**config.mk**
```make
export PLATFORM = sky130hd
export DESIGN_NAME = self_calibrating_fire_detector_core
export DESIGN_NICKNAME = d
export VERILOG_FILES = /design/src/rtl/scfd_pkg.sv /design/src/rtl/scfd_cdiv.sv /design/src/rtl/scfd_cfg.sv /design/src/rtl/scfd_engine.sv /design/src/rtl/self_calibrating_fire_detector_core.sv
export SDC_FILE = /design/constraint.sdc
export NUM_CORES = 1
export LEC_CHECK = 0
export ABC_CLOCK_PERIOD_IN_PS = 20500
export BUFFER_PORTS_ARGS = -buffer_cell sky130_fd_sc_hd__clkbuf_2
export CAP_MARGIN = 20
export CORE_MARGIN = 4
export CORE_UTILIZATION = 50
export CTS_CLUSTER_SIZE = 28
export DETAILED_ROUTE_END_ITERATION = 10
export PLACE_DENSITY = 0.67
export RECOVER_POWER = 25
export SYNTH_ARGS = -nofsm -noshare
export SYNTH_HDL_FRONTEND = slang
export SYNTH_SLANG_ARGS = --single-unit
```
**constraint.sdc**
```tcl
create_clock -name clk -period 20.5 [get_ports clk]
set_input_delay 2.05 -clock clk [delete_from_list [all_inputs] [get_ports clk]]
set_output_delay 2.05 -clock clk [all_outputs]
set_load 0.01 [all_outputs]
```
**src/rtl/scfd_pkg.sv**
```systemverilog
`timescale 1ns / 1ps
// ----------------------------------------------------------------------------
// scfd_pkg
// Shared types and constants of the self-calibrating fire detector: beat
// payloads, configuration register indexes, reset values and state widths.
// ----------------------------------------------------------------------------
package scfd_pkg;

	localparam int TEMP_W   = 14;
	localparam int LIGHT_W  = 12;
	localparam int TLIM_W   = 15;
	localparam int LLIM_W   = 13;
	localparam int TSUM_W   = 20;
	localparam int LSUM_W   = 18;
	localparam int CNT_W    = 16;
	localparam int CFG_IDX_W = 2;
	localparam int CFG_DAT_W = 16;

	typedef logic [CFG_IDX_W-1:0] cfg_index_t;

	localparam cfg_index_t CFG_RECAL_PERIOD = 2'd0;
	localparam cfg_index_t CFG_TEMP_MARGIN  = 2'd1;

	localparam logic [CNT_W-1:0]  RECAL_PERIOD_RST = 16'd3600;
	localparam logic [TEMP_W-1:0] TEMP_MARGIN_RST  = 14'd2000;

	typedef struct packed {
		logic [TEMP_W-1:0]  temp_sample;
		logic [LIGHT_W-1:0] light_sample;
	} sample_t;

	typedef struct packed {
		logic              fire;
		logic              calibrating;
		logic [TLIM_W-1:0] temp_limit;
		logic [LLIM_W-1:0] light_limit;
	} result_t;

	typedef struct packed {
		logic [CNT_W-1:0]  recal_period;
		logic [TEMP_W-1:0] temp_margin;
	} cfg_t;

endpackage

```
**src/rtl/scfd_cdiv.sv**
```systemverilog
`timescale 1ns / 1ps
// ----------------------------------------------------------------------------
// scfd_cdiv
// Unsigned division by a constant, done as a multiplication by a rounded-up
// reciprocal and a shift. The quotient is exact for every input value.
// ----------------------------------------------------------------------------
module scfd_cdiv #(
	parameter int W       = 20,
	parameter int DIVISOR = 10
) (
	input  logic [W-1:0] num,
	output logic [W-1:0] quo
);

	localparam int SH = W + $clog2(DIVISOR);
	localparam int PW = SH + W;
	localparam logic [PW-1:0] RECIP =
		PW'(((longint'(1) << SH) + longint'(DIVISOR) - 1) / longint'(DIVISOR));

	logic [PW-1:0] prod;

	assign prod = PW'(num) * RECIP;
	assign quo  = prod[SH +: W];

endmodule

```
**src/rtl/scfd_cfg.sv**
```systemverilog
`timescale 1ns / 1ps
// ----------------------------------------------------------------------------
// scfd_cfg
// Configuration register file: recalibration period and temperature margin.
// Writes to unknown indexes are dropped.
// ----------------------------------------------------------------------------
module scfd_cfg
	import scfd_pkg::*;
(
	input  logic                 clk,
	input  logic                 arst_n,
	input  logic                 cfg_valid,
	output logic                 cfg_ready,
	input  cfg_index_t           cfg_index,
	input  logic [CFG_DAT_W-1:0] cfg_data,
	output cfg_t                 cfg
);

	cfg_t cfg_q;

	assign cfg_ready = 1'b1;
	assign cfg       = cfg_q;

	always_ff @(posedge clk or negedge arst_n) begin
		if (!arst_n) begin
			cfg_q.recal_period <= RECAL_PERIOD_RST;
			cfg_q.temp_margin  <= TEMP_MARGIN_RST;
		end else if (cfg_valid && cfg_ready) begin
			unique case (cfg_index)
				CFG_RECAL_PERIOD: cfg_q.recal_period <= cfg_data[CNT_W-1:0];
				CFG_TEMP_MARGIN:  cfg_q.temp_margin  <= cfg_data[TEMP_W-1:0];
				default: ;
			endcase
		end
	end

endmodule

```
**src/rtl/scfd_engine.sv**
```systemverilog
`timescale 1ns / 1ps
// ----------------------------------------------------------------------------
// scfd_engine
// Detector state and the combinational work for one tick: calibration sums,
// threshold update through constant dividers, alarm check and period count.
// ----------------------------------------------------------------------------
module scfd_engine
	import scfd_pkg::*;
#(
	parameter int CAL_SAMPLES = 10
) (
	input  logic    clk,
	input  logic    arst_n,
	input  logic    step,
	input  sample_t item,
	input  cfg_t    cfg,
	output result_t result
);

	localparam int CIW = (CAL_SAMPLES > 1) ? $clog2(CAL_SAMPLES) : 1;
	localparam logic [CIW-1:0] LAST_IDX = CIW'(CAL_SAMPLES - 1);

	logic               in_cal_q;
	logic [CIW-1:0]     cal_index_q;
	logic [TSUM_W-1:0]  temp_sum_q;
	logic [LSUM_W-1:0]  light_sum_q;
	logic [CNT_W-1:0]   check_count_q;
	logic [TLIM_W-1:0]  temp_thr_q;
	logic [LLIM_W-1:0]  light_thr_q;
	logic               alarm_q;

	logic               in_cal_d;
	logic [CIW-1:0]     cal_index_d;
	logic [TSUM_W-1:0]  temp_sum_d;
	logic [LSUM_W-1:0]  light_sum_d;
	logic [CNT_W-1:0]   check_count_d;
	logic [TLIM_W-1:0]  temp_thr_d;
	logic [LLIM_W-1:0]  light_thr_d;
	logic               alarm_d;

	logic [TSUM_W-1:0]  temp_acc;
	logic [LSUM_W-1:0]  light_acc;
	logic [TSUM_W-1:0]  temp_avg;
	logic [LSUM_W-1:0]  light_avg;
	logic [CNT_W-1:0]   count_inc;
	logic               last_cal;

	assign temp_acc  = temp_sum_q + TSUM_W'(item.temp_sample);
	assign light_acc = light_sum_q + LSUM_W'(item.light_sample);
	assign count_inc = check_count_q + CNT_W'(1);
	assign last_cal  = (cal_index_q == LAST_IDX);

	scfd_cdiv #(
		.W       (TSUM_W),
		.DIVISOR (CAL_SAMPLES)
	) u_temp_div (
		.num (temp_acc),
		.quo (temp_avg)
	);

	scfd_cdiv #(
		.W       (LSUM_W),
		.DIVISOR (CAL_SAMPLES)
	) u_light_div (
		.num (light_acc),
		.quo (light_avg)
	);

	always_comb begin
		in_cal_d      = in_cal_q;
		cal_index_d   = cal_index_q;
		temp_sum_d    = temp_sum_q;
		light_sum_d   = light_sum_q;
		check_count_d = check_count_q;
		temp_thr_d    = temp_thr_q;
		light_thr_d   = light_thr_q;
		alarm_d       = alarm_q;
		if (in_cal_q) begin
			temp_sum_d  = temp_acc;
			light_sum_d = light_acc;
			if (last_cal) begin
				// Half of the light average equals the sum over twice the sample count.
				temp_thr_d    = TLIM_W'(temp_avg) + TLIM_W'(cfg.temp_margin);
				light_thr_d   = LLIM_W'(light_avg) + LLIM_W'(light_avg >> 1);
				in_cal_d      = 1'b0;
				cal_index_d   = '0;
				check_count_d = '0;
			end else begin
				cal_index_d = cal_index_q + CIW'(1);
			end
		end else begin
			alarm_d = (TLIM_W'(item.temp_sample) >= temp_thr_q) &&
				(LLIM_W'(item.light_sample) >= light_thr_q);
			check_count_d = count_inc;
			if (count_inc >= cfg.recal_period) begin
				in_cal_d    = 1'b1;
				cal_index_d = '0;
				temp_sum_d  = '0;
				light_sum_d = '0;
			end
		end
	end

	assign result.fire        = alarm_d;
	assign result.calibrating = in_cal_q;
	assign result.temp_limit  = temp_thr_d;
	assign result.light_limit = light_thr_d;

	always_ff @(posedge clk or negedge arst_n) begin
		if (!arst_n) begin
			in_cal_q      <= 1'b1;
			cal_index_q   <= '0;
			temp_sum_q    <= '0;
			light_sum_q   <= '0;
			check_count_q <= '0;
			temp_thr_q    <= '0;
			light_thr_q   <= '0;
			alarm_q       <= 1'b0;
		end else if (step) begin
			in_cal_q      <= in_cal_d;
			cal_index_q   <= cal_index_d;
			temp_sum_q    <= temp_sum_d;
			light_sum_q   <= light_sum_d;
			check_count_q <= check_count_d;
			temp_thr_q    <= temp_thr_d;
			light_thr_q   <= light_thr_d;
			alarm_q       <= alarm_d;
		end
	end

	a_idle_index: assert property (@(posedge clk) disable iff (!arst_n)
		!in_cal_q |-> cal_index_q == '0)
		else $error("calibration index is nonzero outside calibration");

	a_index_range: assert property (@(posedge clk) disable iff (!arst_n)
		cal_index_q <= LAST_IDX)
		else $error("calibration index ran past the last sample");

	a_cal_exit: assert property (@(posedge clk) disable iff (!arst_n)
		step && in_cal_q && last_cal |=> !in_cal_q && check_count_q == '0)
		else $error("calibration round did not end on its last sample");

	a_alarm_hold: assert property (@(posedge clk) disable iff (!arst_n)
		step && in_cal_q |=> $stable(alarm_q))
		else $error("alarm changed during a calibration tick");

endmodule

```
**src/rtl/self_calibrating_fire_detector_core.sv**
```systemverilog
`timescale 1ns / 1ps
// ----------------------------------------------------------------------------
// self_calibrating_fire_detector_core
// Fire detector that calibrates its temperature and light thresholds from
// the mean of a run of samples and then raises an alarm when both readings
// reach their thresholds.
// ----------------------------------------------------------------------------
//  Channel  | Direction | Handshake              | Payload
//  sample   | in        | sample_valid / stall   | sample_t: temperature, light
//  result   | out       | result_valid / stall   | result_t: alarm, calibrating, limits
//  cfg      | in        | cfg_valid / cfg_ready  | cfg_index, cfg_data
//
// One beat is taken per cycle while the result side does not stall; its
// result passes the sample register and then the result register before it
// is offered. The sample register feeds one combinational pass (sum, constant
// divide by reciprocal multiply, add) into the result register.
// After reset the first CAL_SAMPLES beats are calibration ticks, thresholds
// read zero until then, and the configuration registers hold their defaults.
// A stalled result register still lets one more sample beat in.
// ----------------------------------------------------------------------------
module self_calibrating_fire_detector_core
	import scfd_pkg::*;
#(
	parameter int CAL_SAMPLES = 10
) (
	input  logic                 clk,
	input  logic                 arst_n,
	input  logic                 sample_valid,
	output logic                 sample_stall,
	input  sample_t              sample,
	output logic                 result_valid,
	input  logic                 result_stall,
	output result_t              result,
	input  logic                 cfg_valid,
	output logic                 cfg_ready,
	input  cfg_index_t           cfg_index,
	input  logic [CFG_DAT_W-1:0] cfg_data
);

	cfg_t    cfg;
	sample_t item_s1;
	logic    valid_s1;
	result_t result_q;
	logic    result_valid_q;
	result_t result_d;
	logic    advance;
	logic    accept;

	assign advance      = valid_s1 && (!result_valid_q || !result_stall);
	assign sample_stall = valid_s1 && !advance;
	assign accept       = sample_valid && !sample_stall;
	assign result_valid = result_valid_q;
	assign result       = result_q;

	scfd_cfg u_cfg (
		.clk       (clk),
		.arst_n    (arst_n),
		.cfg_valid (cfg_valid),
		.cfg_ready (cfg_ready),
		.cfg_index (cfg_index),
		.cfg_data  (cfg_data),
		.cfg       (cfg)
	);

	scfd_engine #(
		.CAL_SAMPLES (CAL_SAMPLES)
	) u_engine (
		.clk    (clk),
		.arst_n (arst_n),
		.step   (advance),
		.item   (item_s1),
		.cfg    (cfg),
		.result (result_d)
	);

	always_ff @(posedge clk or negedge arst_n) begin
		if (!arst_n) begin
			valid_s1       <= 1'b0;
			result_valid_q <= 1'b0;
		end else begin
			if (accept) begin
				valid_s1 <= 1'b1;
			end else if (advance) begin
				valid_s1 <= 1'b0;
			end
			if (advance) begin
				result_valid_q <= 1'b1;
			end else if (!result_stall) begin
				result_valid_q <= 1'b0;
			end
		end
	end

	always_ff @(posedge clk) begin
		if (accept) begin
			item_s1 <= sample;
		end
		if (advance) begin
			result_q <= result_d;
		end
	end

endmodule
```
# Word level (Yosys, flattened, before mapping)
# Cells that the tools add are included.
[word_totals]
register_bits = 176
inputBits = 49
out_inout_bits = 33
[classes]
add_sub_neg = 6
multipliers = 2
n_lt_le_gt_ge = 3
eq_ne = 4
mux = 21
reduce_logical = 16
[ops]
columns = ["cell", "count"]
rows = [
  ["20-bit two-way mux", 2],
  ["20-bit by 20-bit multiplier with 38-bit output (second input constant)", 1],
  ["18-bit by 19-bit multiplier with 36-bit output (second input constant)", 1],
  ["18-bit two-way mux", 2],
  ["16-bit two-way mux", 2],
  ["15-bit two-way mux", 2],
  ["13-bit two-way mux", 2],
  ["20-bit by 14-bit adder with 20-bit output", 1],
  ["18-bit by 12-bit adder with 18-bit output", 1],
  ["16-bit by 1-bit adder with 16-bit output (second input constant)", 1],
  ["16-bit greater-or-equal comparator", 1],
  ["15-bit by 14-bit adder with 15-bit output", 1],
  ["14-bit by 15-bit greater-or-equal comparator with 1-bit output", 1],
  ["13-bit adder", 1],
  ["12-bit by 13-bit greater-or-equal comparator with 1-bit output", 1],
  ["4-bit two-way mux", 3],
  ["1-bit two-way mux", 8],
  ["2-bit AND reduction", 4],
  ["4-bit by 1-bit adder with 4-bit output (second input constant)", 1],
  ["4-bit equality test (second input constant)", 1],
  ["1-bit logical AND", 4],
  ["1-bit logical NOT", 4],
  ["2-bit nonzero test", 2],
  ["2-bit by 1-bit equality test with 1-bit output (second input constant)", 1],
  ["4 further kinds", 4],
]

# Logic depth before layout (Yosys ltp)
# Gate-level depths: netlist of run 1.
[depth]
depth_word = 8
mapped_depth = 49
depth_no_buf = 49

# By module
# From an unflattened synthesis of run 1, not the netlist that was laid out.
[hier_totals]
hier_cells = 2356
hier_area_um2 = 22944.5
[by_module_without_submodules]
columns = ["module", "n_inst", "cells_per_inst", "area_per_inst_um2", "seq_area_each_um2"]
rows = [
  ["scfd_engine", 1, 948, 7691.1, 2203.4],
  ["scfd_cdiv (u_engine.u_temp_div)", 1, 761, 7387.1, 0.0],
  ["scfd_cdiv (u_engine.u_light_div)", 1, 517, 4938.5, 0.0],
  ["self_calibrating_fire_detector_core", 1, 64, 1774.2, 1731.7],
  ["scfd_cfg", 1, 66, 1153.6, 763.2],
]

# Worst setup path before layout of run 1
# No wires, ideal clock.
[synth_path]
path_type = "reg2reg"
start = "register item_s1[12] in the netlist's numbering"
end = "register result_q (netlist bit result[27]) (data pin)"
setup_ns = 0.145
arrival_ns = 10.424
required_ns = 20.355
slack_ns = 9.931
path_stages_with_launch = 45
n_path_buf = 0
period_less_slack_ns = 10.569
cell_sequence = "edfxtp_1 ha_1 inv_1 fa_1 nor2b_1 o21ai_0 a21boi_0 o21ai_0 a21boi_0 o21ai_0 a21oi_1 o41ai_1 o21ai_1 and3_1 xor2_1 ha_1 inv_1 fa_1 [9 not listed] o211ai_1 or4_4 a21oi_1 o21ai_0 a21boi_0 nor2_1 ha_1 fa_1 a211oi_1 o21bai_1 a31oi_1 o21a_1 a21oi_1 or4_1 nand3_1 nor4b_1 or4_1 o21ai_1"
[synth_lines]
columns = ["element", "line", "rtl"]
rows = [
  ["start, declared", "self_calibrating_fire_detector_core.sv:41", "sample_t item_s1;"],
  ["start signal, assigned", "self_calibrating_fire_detector_core.sv:96", "item_s1 <= sample;"],
  ["end signal, assigned", "self_calibrating_fire_detector_core.sv:99", "result_q <= result_d;"],
  ["end, declared", "self_calibrating_fire_detector_core.sv:43", "result_t result_q;"],
]

==> results by stage, run 1 <==
Global routing:
- The via count of the first global-routing pass is 16,300.
- Entering global routing, the biggest net connects a little over 80 pins.
- The number of antenna violations at the first check in global routing came to 0.
- The overall fraction of global-route tracks in use is between 20% and 30%.
- The total grt overflow is 0.
- The first-pass GRT wire length is slightly below 90 mm.

Drt:
- The wire length per cell after detailed routing is between 15 and 20 um.
- The violation count after the first detailed-routing iteration is approximately 850.
- The first TritonRoute pass finished after 5 iterations.
- The number of antenna-violating nets in the routed design is 0.
- The number of remaining DRC errors is 0.
- The routed wire length is 53.8 mm.
- The detailed router placed 15,400 vias in this run.
- The via count normalized by instance count is 5.29.

Setup path:
- Counting cells, the worst reg-to-reg path comes to between 40 and 50.
- The startpoint class of the critical path is a register.
- The cell that appears most often on the critical path is fa_1.
- The maximum fanout encountered on the critical timing path is 7.
- The signal arrival time at the worst endpoint is 12.44 ns.
- The worst register-to-register path has a setup slack of 8.40 ns.
- The capture instance of the worst register-to-register path is result[27].
- The startpoint identified for the worst register-to-register timing path is item_s1[12].
- STA puts the critical path data required time at about 21 ns.
- The worst setup path is of the register to register kind.
- The standard cell with the maximum stage delay on the critical path is xor2_1.
- The stage delay of the slowest cell on the critical path is 0.60 ns.
- The element type at the critical path end is a register.

Synthesis:
- The portion of synthesized area spent on multiplexers is ~1.3%.
- For this run, the register share of the synthesized area comes to between 20% and 30%.
- Summing the areas of all and, or, nand and nor instances in the mapped netlist gives a little over 8% of the synthesized area.
- The count of flip-flops with a built-in enable after synthesis is 56.
- Summed over its instances, the top area cell type makes up between 20% and 30% of the synthesized netlist area.
- Summing the areas of all compound-gate instances in the mapped netlist gives 11.4% of the synthesized area.
- The most frequently used flop master after synthesis is dfrtp_1.
- The area share of fa/ha/maj cells after synthesis is 44.7%.
- The count of different cell masters after synthesis is 80.
- The count of yosys warnings during synthesis is 0.
- After synthesis, the largest family of logic cells by area is adder cells.
- ha_1 takes more of the synthesized area than any other cell.
- Of the total synthesized cell area, the portion taken by XOR and XNOR cells is 4.21%.
- After synthesis the netlist holds a flip-flop and latch count of between 150 and 200.
- After technology mapping, the gate count stands at between 2,000 and 2,500.
- The synthesized netlist occupies a cell area of 0.0222 mm2.
- The average instance area after synthesis is roughly 10 um2.
- Of all flip-flops after synthesis, the portion carrying an async set or reset was between 60 and 70%.
- Ranked by total cell area, the synthesized netlist is headed by ha_1 23%, fa_1 22%, dfrtp_1 12%.
- The total nets after synthesis is ~2,900.

Clock tree:
- The cell sitting at the root of the clock tree is a clkbuf_16.
- The total CTS buffers is 17.
- The post-CTS resize count is 0.
- For this design, the CTS-stage hold fixing added 0 buffers.
- The largest buffer count on any clock path is 2.
- For the worst-skew pair, the clock arrives at the later sink with an insertion delay of 0.48 ns.
- The number of clock sinks is ~180.
- The TritonCTS clock tree is done.
- The H-tree was split into 4 levels.
- The buffers inserted during post-CTS setup optimization is 0.
- After clock tree synthesis, the clock-pin slew on the worst setup and hold paths is around 0.08 ns.

Placement:
- The post-placement worst setup slack is 8.51 ns.
- The HPWL after detailed placement is between 40 and 50 mm.
- The number of placed instances with taps included is ~2,900.
- Input and output buffers added on the ports amount to 80.
- Routability-driven placement finished with a final weighted congestion of ~0.94.

Cells and area:
- Leaving out fill and tap cells, the most frequent cell in the layout is inv_1.
- The number of fillers in the final layout is 3,924.
- The proportion of layout cells with a drive suffix above 1 is 7.71%.
- The number of nets in the layout is between 3,000 and 4,000.
- Leaving out fill and tap cells, the most frequent cells in the layout are 490 x inv_1, 404 x ha_1, 243 x fa_1, 164 x nand2_1, 114 x o21ai_0.
- The area growth from synthesis to final layout is 7.28%.
- The diode insertion count for antenna repair is 0.
- The finished layout holds just under 3,000 standard cells, fillers aside.

Floorplanning:
- The total area inside the core boundary comes to approximately 0.043 mm2.
- The initial utilization of the core area, before any placement, comes to about half.
- The number of I/O pins is 82.
- The die width is approximately 220 um.
- The number of core rows is 76.
- The die covers around 0.048 mm2.
- The floorplan step set the die height to roughly 220 um.

Timing:
- After layout, the worst setup slack is between 8 and 9 ns.
- The total negative slack for setup checks is 0 ns.
- The final clock period utilization by the worst path is roughly three fifths.
- The final setup violation count is 0.
- The fmax is between 80 and 90 MHz.
- The final hold violation count was 0.
- The routed design could run at a clock period as short as around 12 ns.
- Across all hold checks on the routed design, the worst slack comes to approximately 0.48 ns.
- On the final layout, the worst clock skew is between 0.01 and 0.015 ns.
- Setup repair after global routing left no endpoint under its margin.
- The remaining max-slew budget at the tightest pin is -152%.
- For the pin with the worst max-slew slack, the measured transition is 3.78 ns.
- The number of max-slew violations in the final report came to 113.

Outcome:
- The final reports fail on max-capacitance violations, max-slew violations.
- The flow ran to the end, but the final reports show violations.

Hold path:
- The worst min-delay path category is register to register.
- The worst hold endpoint is u_engine.temp_sum_q[4].
- The worst hold path begins at u_engine.temp_sum_q[4].
- The worst hold path stage count is 2.

Job:
- The number of maximum-capacitance violations is 2.
[cell type report]
cell class / count / area, um2 / share of cell area, %
timing repair buffer: 93 / 480 / 2.02
multi-input combinational: 1542 / 15500 / 65.1
clock buffer: 17 / 425 / 1.79
inverter: 491 / 1840 / 7.75
clock inverter: 15 / 125 / 0.526
sequential: 176 / 4700 / 19.7
tap: 585 / 732 / 3.08
[Yosys cell counts, types with 29 or more instances]
cell type,number
inv_1,490
ha_1,404
fa_1,243
nand2_1,164
o21ai_0,114
dfrtp_1,109
xnor2_1,71
a21oi_1,66
nor2_1,57
edfxtp_1,56
a21o_1,49
nand3_1,36
xor2_1,32
clkbuf_1,29
[through the flow]
| stage | utilization [%] | area (um2) |
|---|---|---|
| after global placement | 53.5 | 23200 |
| after CTS | 54.8 | 23800 |
| after global routing | 54.8 | 23800 |
| after detailed placement | 53.5 | 23300 |
| final | 54.8 | 23800 |
| after floorplan | - | 22200 |
[worst max-delay path by stage]
stage,slack [ns],to,depth (start not counted),from
after global routing,7.50,result[27],44,item_s1[12]
after floorplan,9.93,result[27],44,item_s1[12]
after detailed placement,8.51,result[27],44,item_s1[12]
after global placement,8.64,result[27],44,item_s1[12]
final,8.40,result[27],44,item_s1[12]
after CTS,8.43,result[27],44,item_s1[12]
[kinds of logic after synthesis]
| kind of cell | count (synthesis) |
|---|---|
| AOI/OAI and AO/OA | 382 |
| xor gates and xnor gates | 105 |
| adders and majority gates | 647 |
| buffers and inverters | 530 |
| DFF | 176 |
| muxes | 26 |
| other | 1 |
| and+or+nand+nor | 381 |
[critical path: cells and delay by family (launching register included)]
kind,cells,cell delay (ns)
buf+inv,5,0.37
simple gates,8,2.29
xor+xnor,1,0.60
fa+ha+maj,12,4.68
flops,1,0.38
compound gates,18,3.68
[layer usage]
| layer | GRT usage, % | vias to the layer above | wire length, um |
|---|---|---|---|
| li1 | - | 7562 | - |
| met1 | 32.0 | 7556 | 24000 |
| met2 | 40.5 | 262 | 26600 |
| met3 | 3.73 | 54 | 2020 |
| met4 | 6.13 | 0 | 1170 |
| met5 | 0 | - | 0 |
[state kept, by name (all words and copies together), names as in the netlist, 4 cells and up]
name / count
u_engine.temp_sum_q: 20
item_s1: 26
u_engine.check_count_q: 16
u_engine.light_thr_q: 13
u_engine.light_sum_q: 18
u_engine.temp_thr_q: 15
u_cfg.cfg: 30
result: 30
u_engine.cal_index_q: 4
Power of run 1 is not shown: default switching activity piles up to over one toggle a cycle in this logic, so the estimate is an artifact.
==> inputs of run 2 (changes only) <==
Settings changed: ABC_AREA from default to 1, ABC_CLOCK_PERIOD_IN_PS 20500 to 11830.
Clock period 20.5 ns to 11.83 ns, I/O delays scaled along.
==> run 2 against run 1 <==
Net effect: the run still ends with max-capacitance violations, max-slew violations left; count of clock-buffer cells in the layout is 1 higher; die area increased by 4.5%; sequential share of layout area down 0.89 points; highest routed layer unchanged.
==> results by stage, run 2 <==
Timing:
- The final clock period utilization by the worst path is 85.9% (+27 points).
- The remaining max-slew budget at the tightest pin came to -172% (-20 points).
- The number of max-slew violations in the final report is 74 (-35%).
- The fmax is 98.4 MHz (+19%).
- The final setup violation count was 0 (unchanged).
- Setup repair after global routing left no endpoint under its margin.
- The total negative slack for setup checks is 0 ns (unchanged).
- The final worst clock skew is 0.0154 ns (+0.00283 ns).
- The minimum clock period was 10.17 ns (-1.93 ns).
- The transition at the pin with the smallest max-transition slack came to 4.08 ns (+0.305 ns).
- The minimum hold slack was 0.490 ns (+0.00751 ns).
- The final hold violation count was 0 (unchanged).

Synthesis:
- By area the synthesized netlist is led by ha_1 22%, fa_1 21%, dfrtp_1 12%.
- The count of different cell masters after synthesis was 55 (-31%).
- The share of the yosys chip area belonging to registers is 20.2% (-0.94 points).
- The async set-or-reset flop fraction in the synthesized netlist came to 68.2% (unchanged).
- The post-synthesis cell area is 0.0232 mm2 (+4.6%).
- Of all cell types, the one taking the most synthesized area is ha_1.
- The number of instances in the synthesized netlist came to 2,717 (+21%).
- By count the netlist is led by 666 x inv_1, 440 x nand2_1, 404 x ha_1.
- The average instance area after synthesis is 8.54 um2 (-13%).
- The most frequently used flop master after synthesis is dfrtp_1.
- The count of yosys warnings during synthesis was 0 (unchanged).
- The total nets after synthesis is 3,413 (+16%).
- The count of flip-flops with a built-in enable after synthesis is 56 (unchanged).
- By instance count, the leading cell after synthesis is inv_1.
- The post-synthesis register bit count is 176 (unchanged).
- The proportion of netlist area held by the largest area contributor is 21.8% (-1.0 points).

Setup path:
- The worst-case register-to-register setup slack is 1.66 ns (-6.74 ns).
- The standard cell with the maximum stage delay on the critical path is fa_1.
- The most used cell along the critical path is inv_1.
- The number of cell instances on the worst register-to-register path is 45 (+2.3%).
- The worst setup path is launched from a register.
- The signal arrival time at the worst endpoint is 10.36 ns (-2.08 ns).
- The classification of the worst setup path is register to register.
- The capture instance of the worst register-to-register path is result[26].
- The beginning of the worst register-to-register path is item_s1[16].
- The element type at the critical path end is a register.
- The required arrival time at the worst endpoint came to 12.02 ns (-8.81 ns).
- The maximum fanout encountered on the critical timing path was 4 (-3).
- The stage delay of the slowest cell on the critical path is 0.59 ns (about the same).

Drt:
- The wire length per cell after detailed routing was 17.7 um (-3.9%).
- The number of antenna-violating nets in the routed design is 0 (unchanged).
- The via count normalized by instance count is 5.30 (+0.33%).
- The routed wire length is 60.5 mm (+12%).
- The number of iterations in the first detailed-routing pass is 5 (unchanged).
- The number of remaining DRC errors is 0 (unchanged).
- The violation count after the first detailed-routing iteration was 1,452 (+72%).
- The count of vias placed by the detailed router is 18,100 (+17%).

Cells and area:
- The area growth from synthesis to final layout is 7.37% (about the same).
- The diode insertion count for antenna repair is 0 (unchanged).
- The number of fillers in the final layout is 4,237 (+8.0%).
- The footprint of the multi-input gates is 0.0159 mm2 (+2.4%).
- The finished layout cell area came to 0.0249 mm2 (+4.7%).
- The library cell used most frequently in the layout, excluding fill and tap cells, is inv_1.
- In the layout the commonest cells are 666 x inv_1, 440 x nand2_1, 404 x ha_1, 243 x fa_1, 126 x o21ai_0.
- The total area of sequential cells is 0.00470 mm2 (unchanged).
- The number of nets in the layout came to 3,498 (+16%).
- The proportion of layout cells with a drive suffix above 1 was 5.86% (-1.9 points).

Clock tree:
- The total CTS buffers was 17 (unchanged).
- TritonCTS built the clock tree.
- The largest buffer count on any clock path came to 2 (unchanged).
- The number of clock sinks is 176 (unchanged).
- The post-CTS resize count came to 0 (unchanged).
- The number of H-tree levels came to 4 (unchanged).
- The CTS root buffer is clkbuf_16.
- The clock edge transition at the registers on the reported setup and hold paths was 0.07 ns (about the same).
- The clock network latency to the later pin of the worst-skew pair is 0.45 ns (-0.03 ns).
- The buffers inserted during post-CTS setup optimization is 0 (unchanged).
- The number of buffers added to fix hold violations after cts came to 0 (unchanged).

Hold path:
- The worst hold path begins at u_engine.temp_sum_q[0].
- The path with the worst hold slack has its endpoint at u_engine.temp_sum_q[0].
- The worst hold path stage count is 2 (unchanged).
- The worst min-delay path category is register to register.

Outcome:
- The final reports fail on max-capacitance violations, max-slew violations.
- The flow ran to the end, but the final reports show violations.

Floorplanning:
- The chip height is 223 um (+2.2%).
- The die width is 223 um (+2.2%).
- The floorplan die area came to 0.0499 mm2 (+4.5%).
- The number of I/O pins is 82 (unchanged).
- The core box area is 0.0457 mm2 (+5.1%).
- The initial cell density of the core came to 50.8% (-0.23 points).
- The number of core rows is 78 (+2.6%).

Placement:
- The total of buffers placed on input and output ports was 80 (unchanged).
- The placed standard-cell area is 0.0243 mm2 (+4.7%).
- The estimated wirelength of the detail-placed design was 52.8 mm (+14%).
- The final estimated routing congestion in global placement is 1.02 (+8.5%).

Global routing:
- The number of antenna violations at the first check in global routing is 0 (unchanged).
- The via count of the first global-routing pass was 17,800 (+9.0%).
- The largest net degree at the start of global routing is 74 (-8.6%).
- The overall fraction of global-route tracks in use came to 24.4% (+0.57 points).
- The total grt overflow is 0 (unchanged).
- The first-pass GRT wire length is 96.3 mm (+8.6%).

Job:
- The number of maximum-capacitance violations is 1 (-1).
## run 2: cell types whose count changed in the layout (fill, tap and decap cells not counted), moves of 27 or more
cell     change
a21o_1      -42
a21oi_1     +58
inv_1      +176
nand2_1    +276
nand3_1     +55
nor2_1      +58
xnor2_1     -47
xor2_1      +27
## run 2: cell type report
class | count | area share [%]
Timing Repair Buffer | 92 | 1.93
Sequential cell | 176 | 18.9
Multi-Input combinational cell | 1835 | 63.6
Inverter | 680 | 10.2
Clock inverter | 14 | 0.567
Tap cell | 600 | 3.01
Clock buffer | 18 | 1.76
## run 2: worst max-delay path: cells and delay by family (launching register included)
kind	cells	cell delay [ns]
flops	1	0.46
compound gates	13	2.48
buf+inv	8	0.75
xor+xnor	3	0.75
fa+ha+maj	10	4.31
simple gates	11	1.16
## run 2: worst max path at each step
stage,startpoint,cells past startpoint,slack [ns],endpoint
after global routing,item_s1[16],45,0.88,result[26]
after CTS,item_s1[16],45,1.71,result[26]
after floorplan,item_s1[12],47,3.00,result[26]
after global placement,item_s1[16],45,1.98,result[26]
after detailed placement,item_s1[16],45,1.77,result[26]
final,item_s1[16],45,1.66,result[26]
## run 2: kinds of logic after synthesis
| logic type | synth area share (%) |
|---|---|
| xor gates and xnor gates | 3.13 |
| DFF | 20.2 |
| muxes | 0.0431 |
| AOI/OAI and AO/OA | 8.98 |
| other | 0.0162 |
| and+or+nand+nor | 13.4 |
| buffers and inverters | 11.4 |
| adders and majority gates | 42.7 |
## run 2: stage by stage
step | cells | setup WS [ns] | util (%)
6_report | 3415 | 1.66 | 54.6
5_1_grt | 3415 | 0.878 | 54.6
4_1_cts | 3414 | 1.71 | 54.6
3_5_place_dp | 3382 | 1.77 | 53.3
3_3_place_gp | 3382 | 1.98 | 53.3
2_1_floorplan | 2717 | 3.00 | -
## run 2: metal layers
metal,vias up,GRT usage (%),share of wire [%],routed length [um]
met5,-,0,0,0
met4,0,4.08,1.4,842
met3,48,5.49,7.5,4550
met2,535,36.5,43,25900
met1,8763,36.9,48,29200
li1,8770,-,-,-
Power of run 2 is left out for the same reason.
==> inputs of run 3 (changes only) <==
Settings changed: CORE_UTILIZATION 50 to 45, PLACE_DENSITY 0.67 to default.
==> run 3 against run 2 <==
Net effect: the flow still finishes with violations (max-capacitance violations, max-slew violations); non-clock buffer count increased by 1; utilization decreased by 5.2 points; wire length decreased by 0.11%; final area increased by 0.18%; via count decreased by 2.3%; count of clock-buffer cells in the layout increased by 1; sequential share of layout area about the same; sequential cell count unchanged.
==> results by stage, run 3 (same netlist as run 2, synthesis figures left out) <==
Drt:
- The wire length per cell after detailed routing is 17.3 um (-2.2%).
- The violation count after the first detailed-routing iteration was 910 (-37%).
- The number of antenna-violating nets in the routed design is 0 (unchanged).
- The via count normalized by instance count is 5.08 (-4.3%).
- The count of vias placed by the detailed router came to 17,700 (-2.3%).
- The number of iterations in the first detailed-routing pass was 7 (+2).
- The routed wire length is 60.4 mm (-0.11%).
- The number of remaining DRC errors is 0 (unchanged).

Outcome:
- The flow ran to the end, but the final reports show violations.
- The checks that failed: max-capacitance violations, max-slew violations.

Clock tree:
- The clock network latency to the later pin of the worst-skew pair is 0.43 ns (-0.02 ns).
- The post-CTS resize count is 0 (unchanged).
- The total CTS buffers came to 17 (unchanged).
- The number of buffers added to fix hold violations after cts came to 0 (unchanged).
- The number of clock sinks was 176 (unchanged).
- The buffers inserted during post-CTS setup optimization came to 0 (unchanged).
- The number of H-tree levels is 4 (unchanged).
- The CTS root buffer is clkbuf_16.
- The clock edge transition at the registers on the reported setup and hold paths is 0.07 ns (about the same).
- The largest buffer count on any clock path is 2 (unchanged).
- TritonCTS built the clock tree.

Floorplanning:
- The number of core rows is 82 (+5.1%).
- The initial cell density of the core is 45.9% (-4.9 points).
- The chip height is 235 um (+5.2%).
- The number of I/O pins is 82 (unchanged).
- The die width is 235 um (+5.2%).
- The floorplan die area was 0.0553 mm2 (+11%).
- The core box area is 0.0506 mm2 (+11%).

Setup path:
- The standard cell with the maximum stage delay on the critical path is fa_1.
- The most used cell along the critical path is inv_1.
- The required arrival time at the worst endpoint is 12.02 ns (about the same).
- The element type at the critical path end is a register.
- The worst path buffer plus inverter count is 9 (+1).
- The stage delay of the slowest cell on the critical path is 0.59 ns (about the same).
- The startpoint class of the critical path is a register.
- The maximum fanout encountered on the critical timing path is 4 (unchanged).
- The kind of cell with the highest combined delay along the critical path is adder cells.
- The worst setup path is of the register to register kind.
- The signal arrival time at the worst endpoint was 10.44 ns (+0.08 ns).

Timing:
- The transition at the pin with the smallest max-transition slack is 2.97 ns (-1.11 ns).
- The final setup violation count is 0 (unchanged).
- The minimum hold slack is 0.489 ns (-0.000725 ns).
- The number of max-slew violations in the final report is 80 (+8.1%).
- The final worst clock skew is 0.0105 ns (-0.00498 ns).
- The fmax came to 97.5 MHz (-0.82%).
- The total negative slack for setup checks was 0 ns (unchanged).
- The remaining max-slew budget at the tightest pin came to -97.9% (+74 points).
- Setup repair after global routing left no endpoint under its margin.
- The final clock period utilization by the worst path is 86.7% (+0.71 points).
- The final hold violation count is 0 (unchanged).
- The minimum clock period came to 10.25 ns (+0.0845 ns).

Global routing:
- The total grt overflow is 0 (unchanged).
- The overall fraction of global-route tracks in use was 22.0% (-2.4 points).
- The number of antenna violations at the first check in global routing is 3 (+3).
- The largest net degree at the start of global routing is 70 (-5.4%).
- The via count of the first global-routing pass came to 17,900 (+0.76%).
- The first-pass GRT wire length came to 97.2 mm (+1.0%).

Cells and area:
- The number of nets in the layout came to 3,499 (+0.029%).
- Compared with the post-synthesis result, the final layout area differs by 7.56%.
- The total area of sequential cells is 0.00470 mm2 (unchanged).
- In the layout the commonest cells are 666 x inv_1, 440 x nand2_1, 404 x ha_1, 243 x fa_1, 126 x o21ai_0.
- The diode insertion count for antenna repair is 0 (unchanged).
- The footprint of the multi-input gates is 0.0159 mm2 (about the same).
- The leading cell type in the layout, fill and taps excluded is inv_1.
- The proportion of layout cells with a drive suffix above 1 is 6.00% (+0.14 points).
- The number of fillers in the final layout is 4,876 (+15%).

Placement:
- The total of buffers placed on input and output ports is 80 (unchanged).
- The final estimated routing congestion in global placement came to 0.998 (-1.7%).
- The estimated wirelength of the detail-placed design was 53.2 mm (+0.78%).

Hold path:
- The worst min-delay path category is register to register.

Job:
- The number of maximum-capacitance violations is 2 (+1).
run 3: final timing paths:
check	cells after the start	slack [ns]	startpoint	endpoint
max reg2reg	47	1.58	item_s1[14]	result[26]
min reg2reg	2	0.49	u_engine.light_thr_q[10]	u_engine.light_thr_q[10]
min in group asynchronous	1	1.70	arst_n	u_engine.check_count_q[12]
min	2	0.49	u_engine.light_thr_q[10]	u_engine.light_thr_q[10]
max in group asynchronous	2	7.96	arst_n	u_engine.temp_sum_q[4]
max	47	1.58	item_s1[14]	result[26]
run 3: final cells by class:
cell class	instances	share of cell area, %
multi-input combinational	1835	63.5
sequential	176	18.8
inverter	680	10.2
tap	672	3.37
timing repair buffer	93	1.90
clock buffer	19	1.73
clock inverter	13	0.411
run 3: stage by stage:
| stage | instance area, um2 | util (%) | worst slack [ns] | std cells |
|---|---|---|---|---|
| after floorplan | 23200 | - | 3.00 | 2717 |
| after global placement | 24500 | 48.3 | 1.88 | 3456 |
| after CTS | 25000 | 49.4 | 1.59 | 3488 |
| after global routing | 25000 | 49.4 | 0.687 | 3488 |
| final | 25000 | 49.4 | 1.58 | 3488 |
| after detailed placement | 24500 | 48.3 | 1.66 | 3456 |
run 3: layer usage:
metal / GRT usage [%] / vias to the layer above / share of wire, %
li1: - / 8760 / -
met1: 32.5 / 8496 / 49
met2: 33.5 / 396 / 43
met3: 5.21 / 50 / 6.4
met4: 3.56 / 6 / 1.6
met5: 0 / - / 0.079
run 3: tightest hold or removal path: stages, from the launching register on:
cell	delay, ns
dfrtp_1	0.34
nand2_1	0.06
nand2_1	0.06
Power of run 3 is left out for the same reason.
